**src/hw/rtl/spq_pkg.sv**
```systemverilog
// Shared types, codes and the priority function for the sorted priority queue.
// No dependencies; used by spq_cell and sorted_priority_queue.

package spq_pkg;

  localparam logic       FUNC_ENQ = 1'b0;
  localparam logic       FUNC_DEQ = 1'b1;

  localparam logic [1:0] KIND_OTHER = 2'd0;
  localparam logic [1:0] KIND_AGILE = 2'd1;
  localparam logic [1:0] KIND_TANK  = 2'd2;

  localparam logic [1:0] ST_DONE  = 2'd0;
  localparam logic [1:0] ST_FULL  = 2'd1;
  localparam logic [1:0] ST_EMPTY = 2'd2;

  localparam int HANDLE_W = 16;
  localparam int PRIO_W   = 12;

  typedef struct packed {
    logic       func;
    logic [15:0] element_handle;
    logic [7:0]  agility;
    logic [1:0]  kind;
    logic        alive;
  } in_beat_t;

  typedef struct packed {
    logic [15:0] head_handle;
    logic [11:0] head_priority;
    logic [4:0]  entry_count;
    logic        is_empty;
    logic [1:0]  status;
  } out_beat_t;

  typedef struct packed {
    logic [HANDLE_W-1:0] handle;
    logic [PRIO_W-1:0]   prio;
  } entry_t;

  // Broadcast to every cell of the chain in the cycle an operation commits.
  typedef struct packed {
    logic   enq;
    logic   deq;
    entry_t new_entry;
  } cell_ctl_t;

  // Priority in tenths: agility * 15, 8 or 10; zero when not alive.
  function automatic logic [PRIO_W-1:0] prio_tenths(input logic [7:0] agility,
                                                    input logic [1:0] kind,
                                                    input logic       alive);
    logic [PRIO_W-1:0] a;
    logic [PRIO_W-1:0] p;
    a = PRIO_W'(agility);
    case (kind)
      KIND_AGILE: p = (a << 4) - a;
      KIND_TANK:  p = a << 3;
      default:    p = (a << 3) + (a << 1);
    endcase
    return alive ? p : '0;
  endfunction

endpackage

```
**src/hw/rtl/spq_cell.sv**
```systemverilog
// One slot of the sorted chain: holds an entry, compares it with the new one
// and takes a neighbor's entry on insert or remove. Depends on spq_pkg.

module spq_cell (
  input  logic                   clk,
  input  spq_pkg::cell_ctl_t     ctl_i,
  input  logic                   occ_i,
  input  spq_pkg::entry_t        prev_entry_i,
  input  logic                   prev_keep_i,
  input  spq_pkg::entry_t        next_entry_i,
  output spq_pkg::entry_t        entry_o,
  output logic                   keep_o
);

  spq_pkg::entry_t entry_r;
  spq_pkg::entry_t entry_nxt;

  // Entries at or above the new priority stay put; the chain is sorted, so
  // keep is high for a prefix of the cells.
  assign keep_o = occ_i && (entry_r.prio >= ctl_i.new_entry.prio);

  always_comb begin
    entry_nxt = entry_r;
    if (ctl_i.enq) begin
      if (!keep_o) begin
        entry_nxt = prev_keep_i ? ctl_i.new_entry : prev_entry_i;
      end
    end else if (ctl_i.deq) begin
      entry_nxt = next_entry_i;
    end
  end

  always_ff @(posedge clk) begin
    entry_r <= entry_nxt;
  end

  assign entry_o = entry_r;

endmodule

```
**src/hw/rtl/sorted_priority_queue.sv**
```systemverilog
// Sorted priority queue built as a chain of CAPACITY compare-and-shift cells.
// Depends on spq_pkg and spq_cell.
//
// Usage:
//   Input channel: drive in_data and raise start; a beat is taken at a rising
//   edge with start high and busy low. busy is always low: every cell
//   compares and shifts in the same cycle, so one beat is taken per cycle.
//   func enqueue inserts the element behind all entries of equal or higher
//   priority; func dequeue drops the head.
//   Result channel: out_valid is high for exactly one cycle, in the cycle after
//   the input beat, with the head entry, count, empty flag and status as
//   they stand after the operation. Throughput 1 beat/cycle.
//   Enqueue when full and dequeue when empty report status full / empty and
//   leave the queue as it was.
//   The receiver cannot stall; a result not taken in its cycle is gone.
//   Reset (rst_n low, synchronous) empties the queue and drops any pending
//   result; stored slots are not cleared, the count alone marks them valid.

module sorted_priority_queue #(
  parameter int CAPACITY = 16
) (
  input  logic               clk,
  input  logic               rst_n,
  input  logic               start,
  input  spq_pkg::in_beat_t  in_data,
  output logic               busy,
  output logic               out_valid,
  output spq_pkg::out_beat_t out_data
);

  localparam int CNT_W = $clog2(CAPACITY + 1);

  logic [CNT_W-1:0]   count_r, count_nxt;
  logic               out_valid_r;
  logic [1:0]         status_r, status_nxt;
  logic               accept;
  logic               full, empty;
  spq_pkg::cell_ctl_t ctl;

  spq_pkg::entry_t    cell_entry [CAPACITY];
  logic               cell_keep  [CAPACITY];

  assign busy   = 1'b0;
  assign accept = start && !busy;
  assign full   = (count_r == CNT_W'(CAPACITY));
  assign empty  = (count_r == '0);

  always_comb begin
    ctl.enq                = 1'b0;
    ctl.deq                = 1'b0;
    ctl.new_entry.handle   = in_data.element_handle;
    ctl.new_entry.prio     = spq_pkg::prio_tenths(in_data.agility, in_data.kind,
                                                  in_data.alive);
    count_nxt              = count_r;
    status_nxt             = status_r;
    if (accept) begin
      status_nxt = spq_pkg::ST_DONE;
      if (in_data.func == spq_pkg::FUNC_ENQ) begin
        if (full) begin
          status_nxt = spq_pkg::ST_FULL;
        end else begin
          ctl.enq   = 1'b1;
          count_nxt = count_r + 1'b1;
        end
      end else begin
        if (empty) begin
          status_nxt = spq_pkg::ST_EMPTY;
        end else begin
          ctl.deq   = 1'b1;
          count_nxt = count_r - 1'b1;
        end
      end
    end
  end

  for (genvar i = 0; i < CAPACITY; i++) begin : g_cell
    spq_pkg::entry_t prev_entry;
    spq_pkg::entry_t next_entry;
    logic            prev_keep;

    if (i == 0) begin : g_first
      assign prev_entry = ctl.new_entry;
      assign prev_keep  = 1'b1;
    end else begin : g_mid
      assign prev_entry = cell_entry[i-1];
      assign prev_keep  = cell_keep[i-1];
    end

    // The last slot's refill on dequeue lies past the count and is never read.
    if (i == CAPACITY - 1) begin : g_last
      assign next_entry = cell_entry[i];
    end else begin : g_inner
      assign next_entry = cell_entry[i+1];
    end

    spq_cell u_cell (
      .clk          (clk),
      .ctl_i        (ctl),
      .occ_i        (count_r > CNT_W'(i)),
      .prev_entry_i (prev_entry),
      .prev_keep_i  (prev_keep),
      .next_entry_i (next_entry),
      .entry_o      (cell_entry[i]),
      .keep_o       (cell_keep[i])
    );
  end

  always_ff @(posedge clk) begin
    if (!rst_n) begin
      count_r     <= '0;
      out_valid_r <= 1'b0;
      status_r    <= spq_pkg::ST_DONE;
    end else begin
      count_r     <= count_nxt;
      out_valid_r <= accept;
      status_r    <= status_nxt;
    end
  end

  assign out_valid              = out_valid_r;
  assign out_data.head_handle   = empty ? '0 : cell_entry[0].handle;
  assign out_data.head_priority = empty ? '0 : cell_entry[0].prio;
  assign out_data.entry_count   = 5'(count_r);
  assign out_data.is_empty      = empty;
  assign out_data.status        = status_r;

`ifndef SYNTHESIS
  a_count_bound: assert property (@(posedge clk) disable iff (!rst_n)
    count_r <= CNT_W'(CAPACITY))
    else $error("count exceeds capacity");

  a_full_status: assert property (@(posedge clk) disable iff (!rst_n)
    out_valid_r && (status_r == spq_pkg::ST_FULL) |-> full)
    else $error("full status while queue not full");

  a_empty_status: assert property (@(posedge clk) disable iff (!rst_n)
    out_valid_r && (status_r == spq_pkg::ST_EMPTY) |-> empty)
    else $error("empty status while queue not empty");

  a_enq_count: assert property (@(posedge clk) disable iff (!rst_n)
    accept && (in_data.func == spq_pkg::FUNC_ENQ) && !full |=>
      count_r == $past(count_r) + 1'b1)
    else $error("enqueue did not grow the count");

  a_head_order: assert property (@(posedge clk) disable iff (!rst_n)
    count_r >= CNT_W'(2) |-> cell_entry[0].prio >= cell_entry[1].prio)
    else $error("head below second entry");
`endif

endmodule

```
**config.mk**
```make
export PLATFORM = sky130hd
export DESIGN_NAME = sorted_priority_queue
export DESIGN_NICKNAME = d
export VERILOG_FILES = /design/src/hw/rtl/spq_pkg.sv /design/src/hw/rtl/spq_cell.sv /design/src/hw/rtl/sorted_priority_queue.sv
export SDC_FILE = /design/constraint.sdc
export NUM_CORES = 1
export LEC_CHECK = 0
export CAP_MARGIN = 0
export CORE_MARGIN = 10
export CORE_UTILIZATION = 59
export DETAILED_ROUTE_END_ITERATION = 10
export DONT_BUFFER_PORTS = 1
export GPL_TIMING_DRIVEN = 0
export PLACE_DENSITY = 0.86
export RECOVER_POWER = 25
export SYNTH_ARGS = -nofsm -noshare
export SYNTH_HDL_FRONTEND = slang
export SYNTH_SLANG_ARGS = --single-unit
```
**constraint.sdc**
```tcl
create_clock -name clk -period 6.8 [get_ports clk]
set_input_delay 1.02 -clock clk [delete_from_list [all_inputs] [get_ports clk]]
set_output_delay 1.02 -clock clk [all_outputs]
set_load 0.05 [all_outputs]
```
# Word-level counts from Yosys, hierarchy flattened
# Index checks and enable logic that the tools add are counted.
dict set report op_classes {
  addsub 4
  bitwise_logic 1
  muxes 75
  n_reduce_logical 35
  n_lt_le_gt_ge 32
  eq_ne 20
}
# cell count
set ops {}
lappend ops {{2-to-1 mux 28 bit} 60}
lappend ops {{>= comparator 12 bit} 16}
lappend ops {{> comparator 5 x 4 -> 1 bit (second input constant)} 8}
lappend ops {{!= test 2 bit (second input constant)} 17}
lappend ops {{AND reduction 2 bit} 16}
lappend ops {{2-to-1 mux 12 bit} 2}
lappend ops {{case mux 12 bit (2 select lines)} 1}
lappend ops {{> comparator 5 x 3 -> 1 bit (second input constant)} 4}
lappend ops {{logical AND 1 bit} 16}
lappend ops {{2-to-1 mux 16 bit} 1}
lappend ops {{2-to-1 mux 5 bit} 3}
lappend ops {{adder 11 x 9 -> 12 bit} 1}
lappend ops {{subtractor 12 x 8 -> 12 bit} 1}
lappend ops {{> comparator 5 x 1 -> 1 bit (second input constant)} 2}
lappend ops {{> comparator 5 x 2 -> 1 bit (second input constant)} 2}
lappend ops {{2-to-1 mux 2 bit} 3}
lappend ops {{adder 5 x 1 -> 5 bit (second input constant)} 1}
lappend ops {{== test 5 bit (second input constant)} 1}
lappend ops {{zero test 5 bit} 1}
lappend ops {{2-to-1 mux 1 bit} 5}
lappend ops {{subtractor 5 x 1 -> 5 bit (second input constant)} 1}
lappend ops {{AND reduction 3 bit} 1}
lappend ops {{== test 2 x 1 -> 1 bit (second input constant)} 1}
lappend ops {{== test 2 bit (second input constant)} 1}
lappend ops {{2 further kinds} 2}
dict set report totals {
  in_bits 31
  regBits 456
  word_cells 202
  output_inout_bits 38
}

# Longest topological paths before layout
# Gate-level depths: netlist of run 1.
dict set report logic_depth {
  ltp_word 8
  ltp_mapped 19
  depth_no_buf 16
}

# Modules after synthesis
# A second synthesis of run 1 with hierarchy kept.
dict set report hier_totals {
  hier_cells 2916
  hier_area_um2 29599.6
}
# mod cells_per_inst seq_area_each_um2 area_per_inst_um2 n_inst
set modules_own_cells {}
lappend modules_own_cells {spq_cell 166 840.8 1736.7 16}
lappend modules_own_cells {sorted_priority_queue 260 160.2 1813.0 1}

# Least setup slack after synthesis of run 1
# No wires, ideal clock.
dict set report synth_timing {
  path_type {in2reg}
  start {input port in_data[9] in the netlist's numbering}
  end {register g_cell[0].u_cell.entry_r (netlist bit g_cell[0].u_cell.entry_o[0]) (enable)}
  path_stages 14
  t_arrival_ns 6.821
  setup_slack_ns -0.473
  setup_time_ns 0.452
  required_time_ns 6.348
  path_buffers 1
  path_cell_list {inv_1 ha_1 or3_1 o221ai_1 nand4_1 mux2i_1 o21ai_0 ha_1 a41oi_1 o21ai_0 a2111oi_1 a21boi_1 clkbuf_1 o21ai_0}
}
dict set report synth_via {
  elab_chain_cells 7
  elab_cells_between_ends 8
  cone_classes {2 x add/sub; 1 x order compare; 1 x eq/ne; 2 x mux; 2 x reduce/logical}
}
# item line
set synth_rtl {}
lappend synth_rtl {{from (decl)} sorted_priority_queue.sv:25} ;# input spq_pkg::in_beat_t in_data,
lappend synth_rtl {{subtractor 12 x 8 -> 12 bit or adder 11 x 9 -> 12 bit (tied branches)} {spq_pkg.sv:56, spq_pkg.sv:58}}
lappend synth_rtl {{case mux 12 bit (2 select lines) *} spq_pkg.sv:55} ;# case (kind)
lappend synth_rtl {{2-to-1 mux 12 bit *} spq_pkg.sv:60} ;# return alive ? p : '0;
lappend synth_rtl {{>= comparator 12 bit *} spq_cell.sv:20} ;# assign keep_o = occ_i && (entry_r.prio >= ctl_i.new_entry.prio);
lappend synth_rtl {{logical AND 1 bit *} spq_cell.sv:20}
lappend synth_rtl {{!= test 2 bit (no line) *} n/a}
lappend synth_rtl {{AND reduction 2 bit (no line) *} n/a}
lappend synth_rtl {{to (signal assigned)} spq_cell.sv:34} ;# entry_r <= entry_nxt;
lappend synth_rtl {{to (decl)} spq_cell.sv:15} ;# spq_pkg::entry_t entry_r;
# Mark *: on every way between the ends. The rest lies on a longest branch, timed or not.
# A chain may end at the register's enable or synchronous reset.

# Worst setup path in the final report of run 1
dict set report layout_timing {
  start {input port in_data[1] in the netlist's numbering}
  end {register g_cell[0].u_cell.entry_r (netlist bit g_cell[0].u_cell.entry_o[21]) (enable)}
}
dict set report layout_via {
  elab_chain_cells 7
  elab_cells_between_ends 8
  cone_classes {1 x order compare; 3 x eq/ne; 2 x mux; 2 x reduce/logical}
}
# item line
set layout_rtl {}
lappend layout_rtl {{== test 2 bit or == test 2 x 1 -> 1 bit (tied branches)} spq_pkg.sv:55}
lappend layout_rtl {{case mux 12 bit (2 select lines) *} spq_pkg.sv:55}
lappend layout_rtl {{2-to-1 mux 12 bit *} spq_pkg.sv:60}
lappend layout_rtl {{>= comparator 12 bit *} spq_cell.sv:20}
lappend layout_rtl {{logical AND 1 bit *} spq_cell.sv:20}
lappend layout_rtl {{!= test 2 bit (no line) *} n/a}
lappend layout_rtl {{AND reduction 2 bit (no line) *} n/a}
# Marks and branches as above.

==> results of run 1 <==
==> cells by family (layout without fill, tap and decap cells) <==
family | after synthesis | in the layout
mux | 201 | 201
flops | 456 | 456
buf+inv | 263 | 359
xor+xnor | 13 | 13
fa+ha+maj | 211 | 211
simple gates | 793 | 793
other cells | 1 | 2
compound gates | 865 | 865
==> routing by layer <==
layer  vias up  routed length [um]  part of all wire  track usage
met2      1697               39800              0.46        0.478
met5         -                   0                 0            0
li1      10400                   -                 -            -
met4         0                3940             0.046        0.138
met1     11400               32700              0.38        0.380
met3       250                9670              0.11       0.0532
==> sequential cells by signal, indices dropped and copies added, names as in the netlist <==
name                   count
g_cell.u_cell.entry_o    448
count_r                    5
status_r                   2
out_valid                  1
==> per-stage QoR <==
stage | worst slack [ns] | std cells | total power [mW] | setup TNS [ns] | instance area (sq um)
detailed placement | -0.609 | 3419 | 6.23 | -113.68 | 28800
floorplan | 0.0868 | 2803 | 5.50 | 0 | 27900
finish | 0.260 | 3507 | 8.84 | 0 | 30200
global placement | -2.75 | 3410 | 6.06 | -650.72 | 28600
CTS | 0.0766 | 3506 | 8.77 | 0 | 30300
global route | 0.121 | 3506 | 9.17 | 0 | 30200
==> power groups by stage <==
stage | combinational, mW | clock (mW) | sequential, mW
after global routing | 2.52 | 2.67 | 3.98
after detailed placement | 2.23 | 0 | 3.99
final | 2.31 | 2.58 | 3.95
after floorplan | 1.62 | 0 | 3.88
after CTS | 2.26 | 2.57 | 3.93
after global placement | 2.07 | 0 | 3.99
==> synthesized netlist by cell type, types with 21 or more instances <==
cell type	count	area, sq um
inv_1	67	251
o21ai_0	264	1320
a22oi_1	61	458
o21ai_1	36	180
nor3_1	22	110
nor2_1	215	807
edfxtp_1	448	13500
nand3_1	30	150
mux2i_1	178	1780
buf_2	34	170
clkbuf_1	143	537
nand2_1	429	1610
mux2_2	23	259
o211ai_1	21	158
and2_1	36	225
ha_1	210	2630
a21o_1	21	158
a21oi_1	355	1780
==> cell type report <==
class                   instances  area, sq um  share of cell area
flip-flops and latches        456        13600               0.450
multi-input cells            2084        13200               0.436
clock buffers                  57         1210              0.0402
plain buffers                 196          813              0.0269
well taps                     607          759              0.0251
clock inverters                30          255             0.00845
inverters                      67          251             0.00832
repair buffers                  9          140             0.00464
diodes                          1         2.50           0.0000828
==> worst min-delay path by stage <==
stage / startpoint / endpoint / slack (ns) / cells after the start
floorplan: g_cell[15].u_cell.entry_o[12] / g_cell[14].u_cell.entry_o[12] / 0.50 / 2
global placement: g_cell[15].u_cell.entry_o[26] / g_cell[14].u_cell.entry_o[26] / 0.51 / 2
detailed placement: g_cell[15].u_cell.entry_o[12] / g_cell[14].u_cell.entry_o[12] / 0.51 / 2
CTS: rst_n / count_r[3] / 0.52 / 1
global route: rst_n / count_r[3] / 0.56 / 1
finish: rst_n / count_r[3] / 0.53 / 1
==> repair_timing <==
action,4_1_cts,5_1_grt
endpoints found under the setup margin,28,41
gates cloned,0,0
resized for setup,1,2
==> summary.md, run 1 <==
| Metric | Value |
|---|---|
| Status | `completed` |
| Yosys warnings | `0` |
| Number of synthesized flops with an enable pin | `448` |
| Number of synthesized register bits | `456` |
| Layout area overhead | `8.49%` |
| # DRC | `0` |
| Port Buffers | `0` |
| Endpoints failing setup | `0` |
| WP depth | `16` |
| Initial Util | `0.597` |
| Switching power total | `3.03 mW` |
| Pre-antenna DRT Iters | `6` |
| Iteration-0 DRC Markers | `3,509` |
| GRT Total Usage | `0.295` |
| Commonest non-fill, non-tap cell in the layout | `edfxtp_1` |
| Row cnt | `79` |
| Root Buffer | `clkbuf_16` |
| Die W | `237 um` |
| Crit path buf inv count | `6` |
| RR Startpoint | `count_r[0]` |
| HP Class | `input pin to register` |
| Hold Violations, Final | `0` |
| Remaining global-route overflow | `0` |
| Distinct cells, synth | `80` |
| Maximum buffer depth of the clock tree | `3` |
| Post-CTS Setup Bufs | `0` |
| Reg-to-reg endpoint | `g_cell[15].u_cell.entry_o[22]` |
| Setup crit start kind | `input pin` |
| Simple-gate portion of the synthesized area | `0.119` |
| Io pins | `69` |
| Die Ht | `237 um` |
| Slew margin rel. | `0.0765` |
| Synthesized net count | `3,045` |
| Routability cong. | `0.967` |
| Vias in the first global route | `23,700` |
| Peak Freq | `153 MHz` |
| Leakage | `12.4 nW` |
| Cell Chain, Critical Path | `inv_1, ha_1, buf_2, nor2b_1, clkbuf_1, nand2_1, a21boi_0, inv_1, ha_1, o21ai_0, a21oi_1, o31ai_1, a21boi_0, clkbuf_1, o21ai_2, buf_8` |
| Cell family with most CP delay | `compound AO/OA/AOI/OAI gates` |
| Pwr Density | `293 nW/um^2` |
| Synth Area in Compound Gates | `0.179` |
| Worst path max stage delay | `1.05 ns` |
| Crit path time final | `6.54 ns` |
| Final period util | `0.962` |
| Filler cells | `3,691` |
| Tightest Pin Transition | `1.39 ns` |
| Core area | `46,700 sq um` |
| Layout cells sized above 1 | `0.0569` |
| Reg power frac | `0.447` |
| Initial antenna violation count | `0` |
| CP arrival | `6.89 ns` |
| Synth Area per Inst | `9.94 sq um` |
| DR vias | `23,800` |
| Critical path required time | `7.15 ns` |
| Synth Area in XOR/XNOR | `0.00409` |
| Synth Area in Adders | `0.0950` |
| Beginning of the critical path | `in_data[1]` |
| Mapped Cells | `2,803` |
| Largest net degree at the start of global routing | `29` |
| Clk sinks | `456` |
| Finished Core Util | `0.648` |
| Total of max-cap violations | `0` |
| Hold Buf Count CTS | `0` |
| Wire length per cell | `24.6 um` |
| Main combinational cell family by area after synthesis | `compound AO/OA/AOI/OAI gates` |
| Final Max Tran Viols | `0` |
| Comb power frac | `0.262` |
| H-tree level count | `2` |
| Clock slew at reported path FFs | `0.06 ns` |
| Detail Placement HPWL | `64.9 mm` |
| Final Skew | `0.0226 ns` |
| Crit. End Element | `register` |
| RSZ-0062 raised after global routing | `no` |
| Reg2reg path depth | `9` |
| DR vias/cell | `6.79` |
| Maximum VDD drop | `0.213 mV` |
| Top_reg_cell synth | `edfxtp_1` |
| Critical Path Sink | `g_cell[0].u_cell.entry_o[21]` |
| WHS | `0.533 ns` |
| TritonCTS clock tree | `built` |
| P_int | `5.81 mW` |
| Switching share of total power | `0.343` |
| Cts bufs inserted | `47` |
| Most frequent cells in the layout | `edfxtp_1 (448), nand2_1 (428), a21oi_1 (354)` |
| Sequential area share after synthesis | `0.489` |
| Async S/R FF share, synth | `0` |
| Reg2Reg Setup Slack | `1.59 ns` |
| First-pass GRT wire length | `132 mm` |
| Netlist Area Pre-Place | `27,900 sq um` |
| Slowest stage cell on the critical path | `a21boi_0` |
| Nets | `3,103` |
| Die area | `56,300 sq um` |
| Post-route ant nets | `0` |
| Clock network power share | `0.292` |
| Post-Route WL | `86.1 mm` |
| Critical path peak fanout | `21` |
| Clock Latency Late Sink | `0.61 ns` |
| CP Class | `input pin to register` |
| Proportion of synthesized area in mux cells | `0.0733` |
No activity file was read; power rests on OpenSTA's default activity.
==> run 2, diff against run 1 <==
--- a/config.mk
+++ b/config.mk
@@ -6,12 +6,14 @@
 export NUM_CORES = 1
 export LEC_CHECK = 0
 export CAP_MARGIN = 0
+export CELL_PAD_IN_SITES_DETAIL_PLACEMENT = 0
+export CELL_PAD_IN_SITES_GLOBAL_PLACEMENT = 2
 export CORE_MARGIN = 10
-export CORE_UTILIZATION = 59
+export CORE_UTILIZATION = 46
 export DETAILED_ROUTE_END_ITERATION = 10
 export DONT_BUFFER_PORTS = 1
 export GPL_TIMING_DRIVEN = 0
-export PLACE_DENSITY = 0.86
+export PLACE_DENSITY = 0.94
 export RECOVER_POWER = 25
 export SYNTH_ARGS = -nofsm -noshare
 export SYNTH_HDL_FRONTEND = slang
==> constraint.sdc (replaced) <==
create_clock -name clk -period 8 [get_ports clk]
set_input_delay 1.2 -clock clk [delete_from_list [all_inputs] [get_ports clk]]
set_output_delay 1.2 -clock clk [all_outputs]
set_load 0.05 [all_outputs]
==> summary.md, run 2 (synthesized netlist as in run 1, its figures left out) <==
| Metric | Value |
|---|---|
| CP arrival | `7.76 ns` |
| Peak Freq | `135 MHz` |
| Port Buffers | `0` |
| Detail Placement HPWL | `72.6 mm` |
| Status | `finished, violations left` |
| Placed Area | `29,100 sq um` |
| Core area | `60,100 sq um` |
| Final period util | `0.925` |
| Pre-antenna DRT Iters | `5` |
| Leakage | `12.5 nW` |
| Crit path top cell by count | `clkbuf_1` |
| Pwr Density | `252 nW/um^2` |
| Io pins | `69` |
| TritonCTS clock tree | `built` |
| Post-Route WL | `93.1 mm` |
| Final Max Tran Viols | `8` |
| Endpoints failing setup | `0` |
| # DRC | `0` |
| Clock slew at reported path FFs | `0.06 ns` |
| Post-CTS Setup Bufs | `0` |
| Wire length per cell | `25.2 um` |
| Finished layout cell area | `30,700 sq um` |
| Cts bufs inserted | `52` |
| Vias in the first global route | `23,400` |
| Initial Util | `0.463` |
| Initial antenna violation count | `1` |
| Hold Buf Count CTS | `0` |
| Critical path required time | `8.36 ns` |
| Clock Latency Late Sink | `0.64 ns` |
| Commonest non-fill, non-tap cell in the layout | `edfxtp_1` |
| Row cnt | `90` |
| DR vias/cell | `6.16` |
| Slowest stage cell on the critical path | `a311oi_1` |
| Slew margin rel. | `-0.0620` |
| Clk sinks | `456` |
| H-tree level count | `2` |
| Layout cells sized above 1 | `0.0570` |
| Die Ht | `266 um` |
| Worst path max stage delay | `1.33 ns` |
| Hold Violations, Final | `0` |
| Total of max-cap violations | `1` |
| Die area | `70,800 sq um` |
| Post-route ant nets | `0` |
| First-pass GRT wire length | `140 mm` |
| GRT Total Usage | `0.258` |
| Layout area overhead | `10.1%` |
| Routability cong. | `0.926` |
| HP Class | `register to register` |
| Final Skew | `0.0367 ns` |
| Most frequent cells in the layout | `edfxtp_1 (448), nand2_1 (430), a21oi_1 (354)` |
| Failing checks | `capacitance limit, slew limit` |
| Nets | `3,110` |
| Iteration-0 DRC Markers | `2,335` |
| Maximum buffer depth of the clock tree | `3` |
| RSZ-0062 raised after global routing | `no` |
| Cell Chain, Critical Path | `inv_1, ha_1, clkbuf_1, clkbuf_1, nand2_1, a21boi_0, inv_1, ha_1, o21ai_0, a21oi_1, o2111ai_1, a311oi_1, clkbuf_1, o21ai_4, buf_16` |
| Critical path peak fanout | `21` |
| Die W | `266 um` |
| Post-CTS sizing | `0` |
| Maximum VDD drop | `0.164 mV` |
| Crit path time final | `7.40 ns` |
| Remaining global-route overflow | `0` |
| CP Class | `input pin to register` |
| Largest net degree at the start of global routing | `29` |
| Setup crit start kind | `input pin` |
| Root Buffer | `clkbuf_16` |
| Ant diodes | `0` |
| Finished Core Util | `0.510` |
| DR vias | `22,700` |
| Total Power Consumption | `7.74 mW` |
| Setup TNS | `0 ns` |
| Max reg flops | `448` |
| Crit. End Element | `register` |
| Tightest Pin Transition | `1.58 ns` |
## run 2: path summary, 6_finish.rpt
check | startpoint | endpoint | slack, ns | cells past startpoint
worst min-delay path | g_cell[15].u_cell.entry_o[22] | g_cell[14].u_cell.entry_o[22] | 0.53 | 2
worst max register to register | count_r[1] | g_cell[15].u_cell.entry_o[0] | 2.75 | 8
worst max-delay path | in_data[1] | g_cell[14].u_cell.entry_o[5] | 0.60 | 15
worst min register to register | g_cell[15].u_cell.entry_o[22] | g_cell[14].u_cell.entry_o[22] | 0.53 | 2
## run 2: through the flow
stage | hold slack [ns] | std cells | worst slack, ns
6_report | 0.530 | 3694 | 0.599
5_1_grt | 0.555 | 3694 | 0.376
4_1_cts | 0.528 | 3693 | 0.949
3_3_place_gp | 0.510 | 3585 | -3.18
2_1_floorplan | 0.496 | 2803 | 0.547
3_5_place_dp | 0.519 | 3595 | 0.291
## run 2: final cells by class
| class | instances | area (sq um) |
|---|---|---|
| clock buffers | 69 | 1370 |
| well taps | 782 | 978 |
| plain buffers | 196 | 797 |
| multi-input cells | 2084 | 13200 |
| inverters | 67 | 251 |
| fillers | 5616 | 29500 |
| flip-flops and latches | 456 | 13600 |
| repair buffers | 11 | 220 |
| clock inverters | 29 | 287 |
## run 2: where the power goes
part / total (mW) / internal [mW] / switching [mW] / leakage, nW
registers: 3.38 / 3.10 / 0.276 / 4.33
logic: 1.98 / 0.635 / 1.34 / 7.36
clock network: 2.38 / 1.34 / 1.05 / 0.799
total: 7.74 / 5.07 / 2.66 / 12.5
## run 2: per-layer routing
layer	part of all wire	wire length [um]	GRT usage	vias to the layer above
li1	-	-	-	10400
met1	0.43	40000	0.338	11300
met2	0.47	43900	0.429	872
met3	0.069	6450	0.0399	149
met4	0.030	2800	0.0866	0
met5	0	0	0	-
## run 2: worst max-delay path: cells and delay by family
family | cells | cell delay [ns]
AOI/OAI and AO/OA | 6 | 3.08
buffers and inverters | 6 | 2.53
adders and majority gates | 2 | 0.83
and+or+nand+nor | 1 | 0.09
